[config.mk]
export PLATFORM = sky130hd
export DESIGN_NAME = top_k_score_select_core
export DESIGN_NICKNAME = d
export VERILOG_FILES = /design/src/rtl/tkss_pkg.sv /design/src/rtl/tkss_cell.sv /design/src/rtl/top_k_score_select_core.sv
export SDC_FILE = /design/constraint.sdc
export NUM_CORES = 2
export LEC_CHECK = 0
export BUFFER_PORTS_ARGS = -buffer_cell sky130_fd_sc_hd__buf_4
export CORE_ASPECT_RATIO = 1.25
export CORE_MARGIN = 3
export CORE_UTILIZATION = 25
export CTS_CLUSTER_SIZE = 16
export DETAILED_ROUTE_END_ITERATION = 6
export MAX_ROUTING_LAYER = met4
export PLACE_DENSITY = 0.35
export SYNTH_ARGS = -nofsm -noshare
export SYNTH_HDL_FRONTEND = slang
export SYNTH_SLANG_ARGS = --single-unit
[constraint.sdc]
create_clock -name clock -period 11.3 [get_ports clock]
set_input_delay 1.13 -clock clock [delete_from_list [all_inputs] [get_ports clock]]
set_output_delay 1.13 -clock clock [all_outputs]
set_load 0.03 [all_outputs]
[src/rtl/tkss_pkg.sv]
// shared types and constants for the top-k score selector
package tkss_pkg;

   // fixed field widths
   localparam int SCORE_W    = 32;
   localparam int INDEX_W    = 12;
   localparam int KEEP_W     = 5;
   localparam int RSP_DATA_W = 48;

   // reset value of the keep count register
   localparam logic [KEEP_W-1:0] KEEP_RESET = KEEP_W'(5);

   // parameter defaults
   localparam int DEF_MAX_K     = 16;
   localparam int DEF_MAX_ITEMS = 4096;

   // one kept (index, score) pair
   typedef struct packed {
      logic [SCORE_W-1:0] score;
      logic [INDEX_W-1:0] index;
   } entry_type;

   // control broadcast to every cell of the chain
   typedef struct packed {
      logic insert;   // rank the broadcast entry into the chain
      logic drain;    // move every entry one cell towards the head
   } cell_ctl_type;

   // sequencer states
   typedef enum logic {
      ST_COLLECT,
      ST_REPORT
   } state_type;

endpackage

[src/rtl/tkss_cell.sv]
// one cell of the sorted insertion chain
module tkss_cell import tkss_pkg::*; (
   input  logic         clock,
   input  cell_ctl_type ctl,
   input  entry_type    new_entry,   // broadcast entry to rank
   input  logic         occupied,    // cell holds a kept entry
   input  logic         prev_gt,     // neighbour towards the head lost to the new entry
   input  entry_type    prev_entry,  // neighbour towards the head
   input  entry_type    next_entry,  // neighbour towards the tail
   output logic         gt,          // new entry ranks above this cell
   output entry_type    entry
);

   entry_type entry_ff;
   entry_type entry_in;

   // an empty cell always loses; equal scores keep the older entry in front
   assign gt    = !occupied || ($signed(new_entry.score) > $signed(entry_ff.score));
   assign entry = entry_ff;

   // first losing cell takes the new entry, the ones behind it shift down
   always_comb begin
      entry_in = entry_ff;
      if (ctl.drain) begin
         entry_in = next_entry;
      end else if (ctl.insert && gt) begin
         entry_in = prev_gt ? prev_entry : new_entry;
      end
   end

   always_ff @(posedge clock) begin
      entry_ff <= entry_in;
   end

endmodule

[src/rtl/top_k_score_select_core.sv]
// Streaming top-k score selector. Scores enter one per cycle while a set is
// collected; each is ranked in the same cycle by a chain of MAX_K cells that
// keeps the entries sorted, best first (ties stay in arrival order). The
// entry with the lowest rank drops off the tail when the set is full. On the
// score marked last the chain is drained from its head, one result per cycle
// while the result side accepts them, min(kept, k) results in all, and no
// score is taken meanwhile. The last result stays in the output register
// while the next set is already being taken.
module top_k_score_select_core import tkss_pkg::*; #(
   parameter int MAX_K     = DEF_MAX_K,
   parameter int MAX_ITEMS = DEF_MAX_ITEMS
) (
   input  logic                  clock,
   input  logic                  reset,
   // score transactions
   input  logic                  req_tvalid,
   output logic                  req_tready,
   input  logic [SCORE_W-1:0]    req_tdata,    // [31:0] score
   input  logic                  req_tlast,    // last score of the set
   // result transactions
   output logic                  rsp_tvalid,
   input  logic                  rsp_tready,
   output logic [RSP_DATA_W-1:0] rsp_tdata,    // [11:0] class_index, [43:12] best_score, zero pad
   output logic                  rsp_tlast,    // final result of the set
   output logic                  rsp_tuser,    // [0] overflowed
   // keep count register
   input  logic                  csr_valid,
   output logic                  csr_ready,
   input  logic [KEEP_W-1:0]     csr_data
);

   localparam int CNT_W  = $clog2(MAX_K + 1);
   localparam int ITEM_W = $clog2(MAX_ITEMS + 1);
   localparam int KW     = (CNT_W > KEEP_W) ? CNT_W : KEEP_W;
   localparam int PAD_W  = RSP_DATA_W - SCORE_W - INDEX_W;

   state_type         state_ff, state_in;
   logic [KEEP_W-1:0] keep_count_ff;
   logic [CNT_W-1:0]  count_ff, count_in;
   logic [CNT_W-1:0]  rem_ff, rem_in;
   logic [ITEM_W-1:0] item_cnt_ff, item_cnt_in;
   logic              ovf_ff, ovf_in;

   logic [KW-1:0]     keep_wide;
   logic [CNT_W-1:0]  k_eff;
   logic              req_fire;
   logic              load_out;
   cell_ctl_type      ctl;
   entry_type         new_entry;

   entry_type         cell_entry [MAX_K];
   logic [MAX_K-1:0]  gt;
   logic [MAX_K-1:0]  occupied;

   entry_type         out_entry_ff;
   logic              out_valid_ff;
   logic              out_last_ff;
   logic              out_ovf_ff;

   // keep count register, always writable
   assign csr_ready = 1'b1;

   always_ff @(posedge clock) begin
      if (reset) begin
         keep_count_ff <= KEEP_RESET;
      end else if (csr_valid && csr_ready) begin
         keep_count_ff <= csr_data;
      end
   end

   // effective k, clamped to 1..MAX_K
   always_comb begin
      keep_wide = KW'(keep_count_ff);
      if (keep_wide == '0) begin
         k_eff = CNT_W'(1);
      end else if (keep_wide > KW'(MAX_K)) begin
         k_eff = CNT_W'(MAX_K);
      end else begin
         k_eff = CNT_W'(keep_wide);
      end
   end

   // broadcast entry: score with its stream position
   assign new_entry = {req_tdata, INDEX_W'(item_cnt_ff)};
   assign req_fire  = req_tvalid && req_tready;

   // sorted chain of cells
   for (genvar gi = 0; gi < MAX_K; gi++) begin : g_cell
      entry_type prev_e;
      entry_type next_e;
      logic      prev_g;

      if (gi == 0) begin : g_head
         assign prev_g = 1'b0;
         assign prev_e = new_entry;
      end else begin : g_body
         assign prev_g = gt[gi-1];
         assign prev_e = cell_entry[gi-1];
      end

      if (gi == MAX_K - 1) begin : g_tail
         assign next_e = cell_entry[gi];
      end else begin : g_inner
         assign next_e = cell_entry[gi+1];
      end

      assign occupied[gi] = (CNT_W'(gi) < count_ff);

      tkss_cell u_cell (
         .clock      (clock),
         .ctl        (ctl),
         .new_entry  (new_entry),
         .occupied   (occupied[gi]),
         .prev_gt    (prev_g),
         .prev_entry (prev_e),
         .next_entry (next_e),
         .gt         (gt[gi]),
         .entry      (cell_entry[gi])
      );
   end

   // sequencer state
   always_ff @(posedge clock) begin
      if (reset) begin
         state_ff    <= ST_COLLECT;
         count_ff    <= '0;
         rem_ff      <= '0;
         item_cnt_ff <= '0;
         ovf_ff      <= 1'b0;
      end else begin
         state_ff    <= state_in;
         count_ff    <= count_in;
         rem_ff      <= rem_in;
         item_cnt_ff <= item_cnt_in;
         ovf_ff      <= ovf_in;
      end
   end

   // next state, chain control and result loading
   always_comb begin
      state_in    = state_ff;
      count_in    = count_ff;
      rem_in      = rem_ff;
      item_cnt_in = item_cnt_ff;
      ovf_in      = ovf_ff;
      ctl         = '0;
      load_out    = 1'b0;
      req_tready  = 1'b0;
      case (state_ff)
         ST_COLLECT: begin
            req_tready = 1'b1;
            if (req_tvalid) begin
               // past the item limit: ignore the score, keep the counter saturated
               if (item_cnt_ff == ITEM_W'(MAX_ITEMS)) begin
                  ovf_in = 1'b1;
               end else begin
                  ctl.insert  = 1'b1;
                  item_cnt_in = item_cnt_ff + ITEM_W'(1);
                  if (count_ff < k_eff) begin
                     count_in = count_ff + CNT_W'(1);
                  end
               end
               if (req_tlast) begin
                  state_in = ST_REPORT;
                  rem_in   = (count_in < k_eff) ? count_in : k_eff;
               end
            end
         end
         ST_REPORT: begin
            if (!out_valid_ff || rsp_tready) begin
               load_out  = 1'b1;
               ctl.drain = 1'b1;
               rem_in    = rem_ff - CNT_W'(1);
               // final result taken from the chain: clear the set
               if (rem_ff == CNT_W'(1)) begin
                  state_in    = ST_COLLECT;
                  count_in    = '0;
                  item_cnt_in = '0;
                  ovf_in      = 1'b0;
               end
            end
         end
         default: begin
            state_in = ST_COLLECT;
         end
      endcase
   end

   // result register, loaded from the head of the chain
   always_ff @(posedge clock) begin
      if (reset) begin
         out_valid_ff <= 1'b0;
      end else if (load_out) begin
         out_valid_ff <= 1'b1;
      end else if (rsp_tready) begin
         out_valid_ff <= 1'b0;
      end
   end

   always_ff @(posedge clock) begin
      if (load_out) begin
         out_entry_ff <= cell_entry[0];
         out_last_ff  <= (rem_ff == CNT_W'(1));
         out_ovf_ff   <= ovf_ff;
      end
   end

   assign rsp_tvalid = out_valid_ff;
   assign rsp_tdata  = {{PAD_W{1'b0}}, out_entry_ff.score, out_entry_ff.index};
   assign rsp_tlast  = out_last_ff;
   assign rsp_tuser  = out_ovf_ff;

   // checks on the sequencer

   // kept count stays within the chain
   assert property (@(posedge clock) disable iff (reset)
      count_ff <= CNT_W'(MAX_K))
      else $error("kept count exceeds the chain length");

   // a report always has results left to send
   assert property (@(posedge clock) disable iff (reset)
      (state_ff == ST_REPORT) |-> (rem_ff != '0))
      else $error("report state with nothing left to send");

   // a last score stops intake until the report is done
   assert property (@(posedge clock) disable iff (reset)
      (req_fire && req_tlast) |=> !req_tready)
      else $error("score taken right after the last score of a set");

   // overflow is only flagged once the item counter has saturated
   assert property (@(posedge clock) disable iff (reset)
      ovf_ff |-> (item_cnt_ff == ITEM_W'(MAX_ITEMS)))
      else $error("overflow flagged below the item limit");

endmodule
Word level (Yosys, flattened, before mapping)
Index checks and enable logic that the tools add are counted.
{"block": "totals", "input_bits": 43, "elab_cells": 246, "register_bits": 781, "out_inout_bits": 53}
{"block": "op_classes", "n_eq_ne": 8, "mux": 83, "bitwise_logic": 2, "order_cmp": 35, "add_sub_neg": 3, "reduce_logical": 72}
{"operator": "$mux 44", "n": 45}
{"operator": "$gt 32x32->1", "n": 16}
{"operator": "$mux 5", "n": 13}
{"operator": "$mux 13", "n": 4}
{"operator": "$lt 4x5->1 const A", "n": 8}
{"operator": "$reduce_bool 2->1", "n": 16}
{"operator": "$pmux 13 s2", "n": 1}
{"operator": "$lt 3x5->1 const A", "n": 4}
{"operator": "$pmux 5 s2", "n": 2}
{"operator": "$logic_not 1->1", "n": 17}
{"operator": "$logic_or 1x1->1", "n": 17}
{"operator": "$logic_and 1x1->1", "n": 16}
{"operator": "$mux 1", "n": 16}
{"operator": "$add 13x1->13 const B", "n": 1}
{"operator": "$eq 13x13->1 const B", "n": 1}
{"operator": "$lt 1x5->1 const A", "n": 2}
{"operator": "$lt 2x5->1 const A", "n": 2}
{"operator": "$lt 5x5->1", "n": 2}
{"operator": "$ne 2x2->1 const B", "n": 4}
{"operator": "$reduce_and 4->1", "n": 2}
{"operator": "$reduce_and 3->1", "n": 2}
{"operator": "$add 5x1->5 const B", "n": 1}
{"operator": "$eq 5x1->1 const B", "n": 1}
{"operator": "$gt 5x5->1 const B", "n": 1}
{"operator": "other kinds (6)", "n": 9}

Longest topological paths before layout
{"block": "logic_depth", "word_depth": 13, "depth_mapped": 17, "depth_no_buf": 17}

Cells and area by module
Synthesis repeated with hierarchy kept, for this count alone.
{"block": "unflattened", "cells_unflattened": 5307, "hier_area_um2": 52711.8}
{"mod": "tkss_cell", "seq_area_each_um2": 1321.3, "area_each_um2": 3079.2, "n_inst": 16, "cells_each": 312}
{"mod": "top_k_score_select_core", "seq_area_each_um2": 2001.9, "area_each_um2": 3444.6, "n_inst": 1, "cells_each": 315}

Worst setup path before layout
OpenSTA, ideal clock, no wires.
{"block": "synth_path", "kind": "input-to-reg", "from": "input port req_tdata[28]", "to": "register g_cell[1].u_cell.entry_ff (netlist bit g_cell[1].u_cell.entry[0]), enable pin", "arrival_time_ps": 6243, "n_path_buf": 2, "setup_time_ps": 506, "path_slack_ps": 4550, "required_ps": 10794, "stages": 10, "cell_sequence": "ha_1 -> and3_1 -> nand4_1 -> or4_4 -> o32ai_1 -> o311a_1 -> nor3_2 -> buf_6 -> buf_12 -> o21ai_0"}
{"block": "synth_between", "elab_chain_cells": 4}
{"item": "from (decl)", "line": "top_k_score_select_core.sv:18", "text": "input logic [SCORE_W-1:0] req_tdata,"}
{"item": "$gt 32x32->1", "line": "tkss_cell.sv:18", "text": "assign gt = !occupied || ($signed(new_entry.score) > $signed(entry_ff.score));"}
{"item": "$logic_or 1x1->1", "line": "tkss_cell.sv:18"}
{"item": "$logic_and 1x1->1", "line": "tkss_cell.sv:26", "text": "end else if (ctl.insert && gt) begin"}
{"item": "$reduce_bool 2->1 (no line)"}
{"item": "to (signal assigned)", "line": "tkss_cell.sv:32", "text": "entry_ff <= entry_in;"}
{"item": "to (decl)", "line": "tkss_cell.sv:14", "text": "entry_type entry_ff;"}
Every way passes these cells.
A chain may end at the register's enable or synchronous reset.

Worst setup path in the final report
{"block": "layout_path", "from": "input port req_tdata[27]", "to": "register g_cell[0].u_cell.entry_ff (netlist bit g_cell[0].u_cell.entry[21]), enable pin"}
{"block": "layout_between", "elab_chain_cells": 4}
{"item": "$gt 32x32->1", "line": "tkss_cell.sv:18"}
{"item": "$logic_or 1x1->1", "line": "tkss_cell.sv:18"}
{"item": "$logic_and 1x1->1", "line": "tkss_cell.sv:26"}
{"item": "$reduce_bool 2->1 (no line)"}
{"item": "to (signal assigned)", "line": "tkss_cell.sv:32"}
{"item": "to (decl)", "line": "tkss_cell.sv:14"}
Every way passes these cells.

==> impl_metrics.json <==
{
  "floorplan.initialDensity_pct": 25.18,
  "synth_flop_cell": "edfxtp_1",
  "drive_above_1_share_pct": 8.025,
  "dr_total_vias": 37830,
  "firstDrtPassIters": 5,
  "clk_path_buf_depth": 3,
  "p_leak_nw": 22.38,
  "cts_htree_levels": 3,
  "dp_slack_ns": 5.485,
  "fin_tns_setup_ns": 0,
  "avgRoutedWirePerCell_um": 24.29,
  "hold_viol": 0,
  "fin_ws_ns": 6.066,
  "arrival_ns": 5.61,
  "ctsResizeCount": 0,
  "postCtsSetupBuffers": 0,
  "cp_max_fo": 64,
  "cts_tree": "built",
  "r2r_slack_ns": 6.25,
  "setup_violations": 0,
  "detail-route-antenna-nets": 0,
  "critPathRequiredTime_ns": 11.68,
  "rows": 181,
  "dieWidth_um": 402.2,
  "final_common_cell": "edfxtp_1",
  "cts_root_buffer": "clkbuf_16",
  "r2r_cells": 11,
  "clkSlewWorstSetupHoldPaths_ns": 0.05,
  "synth_edf_count": 750,
  "core_area_mm2": 0.1948,
  "synth_seq_cells": 781,
  "viasPerCell": 5.146,
  "drc_errors": 0,
  "yosys.area_share.simple_pct": 12.38,
  "worstSetupPathType": "in2reg",
  "nets": 5266,
  "yosys_warnings": 0,
  "clk_latency_ns": 0.74,
  "syn_area_mm2": 0.04904,
  "antenna_found_initial": 1,
  "worstMarginPinSlew_ns": 1.223,
  "post_synth_xor_area_fraction_pct": 0.1964,
  "overflow": 0,
  "relSlewSlack_pct": 17.70,
  "worstSetupStartpointType": "input pin",
  "status": "complete, no violations",
  "grt_pass1_wl_um": 264500,
  "finalWirelength_um": 178600,
  "min_path_cells": 0,
  "dieArea_mm2": 0.2016,
  "drv_cap": 0,
  "syn_to_final_growth_pct": 13.11,
  "peakVddDrop_mv": 0.1188,
  "timing.hold.ws_ns": 0.4407,
  "synth_fa_ha_area_share_pct": 13.39,
  "async_flop_share_pct": 0,
  "numCtsBuffers": 102,
  "powerDensity_mw_per_mm2": 168.3,
  "rsz0062_at_grt": "false",
  "fin_crit_ns": 5.234,
  "holdPathEnd": "rsp_tuser",
  "worstReg2RegStart": "g_cell[0].u_cell.entry[37]",
  "track_usage_pct": 17.79,
  "worstReg2RegEnd": "g_cell[0].u_cell.entry[21]",
  "final_util_pct": 28.48,
  "io_pins": 96,
  "synth.avg_cell_area_um2": 10.30,
  "gp_congestion": 0.8071,
  "final_cell_mix": "750 x edfxtp_1, 571 x nand3_1, 525 x ha_1",
  "cts.sinks": 781,
  "min_path_type": "reg2reg",
  "synth_mux_area_share_pct": 3.442,
  "io_buffers": 90,
  "cts_hold_buf": 0,
  "nFillCells": 20590,
  "min_from": "ovf_ff",
  "clock_skew_ns": 0.05348,
  "drtIter0Drc": 2099,
  "syn_inst": 4762,
  "max_freq_mhz": 191.0,
  "die_h_um": 501.2,
  "period_share_pct": 46.32,
  "synth_top_family_by_area": "compound AO/OA/AOI/OAI gates",
  "dpl.hpwl_um": 130800,
  "synth_compound_area_share_pct": 16.56,
  "timing.final.max_slew_violations": 0,
  "grt_pass1_vias": 40400,
  "ys_seq_area_share_pct": 47.19,
  "grt_max_degree": 176,
  "crit_path_end_kind": "flip-flop",
  "synth_cell_types": 72,
  "totalPowerFinal_mw": 9.338
}
-- how the worst max path moves through the flow --
stage                              from                    endpoint  slack, ns  cells after the start
after floorplan           req_tdata[28]   g_cell[1].u_cell.entry[0]       4.55                     10
after global placement    req_tdata[27]  g_cell[0].u_cell.entry[27]       5.56                     11
after detailed placement  req_tdata[27]  g_cell[0].u_cell.entry[25]       5.49                     11
after CTS                 req_tdata[27]  g_cell[0].u_cell.entry[21]       6.29                     11
after global routing      req_tdata[27]  g_cell[0].u_cell.entry[20]       5.92                     11
final                     req_tdata[27]  g_cell[0].u_cell.entry[21]       6.07                     11
-- cell families (layout without fill, tap and decap cells) --
logic type	after synthesis	count (layout)
AOI/OAI and AO/OA	1149	1149
xor gates and xnor gates	11	11
adders and majority gates	525	525
buffers and inverters	860	880
DFF	781	781
muxes	163	163
other	2	9
and+or+nand+nor	1271	1271
-- stage by stage --
stage,cells,cell area (um2)
4_1_cts,7347,55460
5_1_grt,7348,55460
3_5_place_dp,7156,52310
6_report,7351,55470
3_3_place_gp,7156,52310
2_1_floorplan,4765,49050
-- cells in the mapped netlist, types with 3 or more instances --
| cell type | count | area [um2] |
|---|---|---|
| a31oi_1 | 16 | 100.1 |
| nand4_1 | 114 | 713.2 |
| and3_1 | 6 | 37.54 |
| nand3b_1 | 3 | 22.52 |
| o211ai_1 | 128 | 960.9 |
| xnor2_1 | 7 | 61.31 |
| a21oi_1 | 224 | 1121 |
| a2111o_1 | 9 | 101.4 |
| nand2b_1 | 8 | 50.05 |
| nor4b_1 | 3 | 26.28 |
| clkbuf_1 | 288 | 1081 |
| a21o_1 | 46 | 345.3 |
| o2111ai_1 | 10 | 87.58 |
| buf_4 | 5 | 37.54 |
| nand3_1 | 572 | 2863 |
| buf_1 | 35 | 131.4 |
| inv_1 | 518 | 1944 |
| nor2b_1 | 24 | 150.1 |
| o21a_1 | 22 | 165.2 |
| ha_1 | 525 | 6569 |
| o31ai_1 | 3 | 22.52 |
| a211oi_1 | 19 | 142.6 |
| dfxtp_1 | 31 | 620.6 |
| nor3_1 | 19 | 95.09 |
| edfxtp_1 | 750 | 22520 |
| a221oi_1 | 5 | 43.79 |
| buf_12 | 4 | 80.08 |
| nand2_1 | 399 | 1498 |
| mux2i_1 | 118 | 1181 |
| a22oi_1 | 3 | 22.52 |
| xor2_1 | 4 | 35.03 |
| mux2_2 | 45 | 506.7 |
| a2111oi_0 | 3 | 26.28 |
| or3_1 | 6 | 37.54 |
| nor4_1 | 23 | 143.9 |
| o21ai_0 | 171 | 855.8 |
| o221ai_1 | 404 | 3538 |
| o21ai_1 | 39 | 195.2 |
| or2_2 | 3 | 18.77 |
| a21boi_0 | 20 | 150.1 |
| o31a_1 | 11 | 96.34 |
| nor2_1 | 77 | 289.0 |
| buf_2 | 4 | 20.02 |
-- layout make-up --
cell class              instances  area (um2)  share of cell area (%)
well taps                    2562        3206                   5.779
flip-flops and latches        781       23140                   41.72
clock buffers                 136        2741                   4.942
inverters                     519        1956                   3.525
diodes                          4       10.01                 0.01804
clock inverters                55       410.4                  0.7398
multi-input cells            3124       22690                   40.91
repair buffers                170        1314                   2.368
-- report_power, final --
| part | total, mW | switching, mW | internal, mW |
|---|---|---|---|
| combinational | 2.08 | 1.34 | 0.741 |
| sequential | 4.09 | 0.289 | 3.80 |
| clock | 3.17 | 1.38 | 1.79 |
-- sequential cells by signal (all words and copies together) (netlist names) --
| name | flops |
|---|---|
| g_cell.u_cell.entry | 704 |
| rsp_tdata | 44 |
| item_cnt_ff | 13 |
| count_ff | 5 |
| keep_count_ff | 5 |
| rem_ff | 5 |
| ovf_ff | 1 |
| rsp_tlast | 1 |
| rsp_tuser | 1 |
| rsp_tvalid | 1 |
| state_ff | 1 |
-- worst max-delay path, cell delays in order --
cell and delay, ns:
buf_4 0.20, ha_1 0.37, nand4_1 0.21, nor4_1 1.07, o311a_1 0.31, o21ai_0 0.14, nand3_4 0.65, buf_4 0.42
nand2_1 0.10, nand2_2 0.41, buf_4 0.46
-- per-layer routing --
layer | part of all wire [%] | up-vias | GRT usage, %
li1 | - | 18100 | -
met1 | 41 | 19010 | 20.21
met2 | 54 | 534 | 33.45
met3 | 2.5 | 181 | 1.637
met4 | 1.9 | 0 | 4.246
met5 | 0 | - | -
Note: power is estimated with default switching activity, not from simulation.
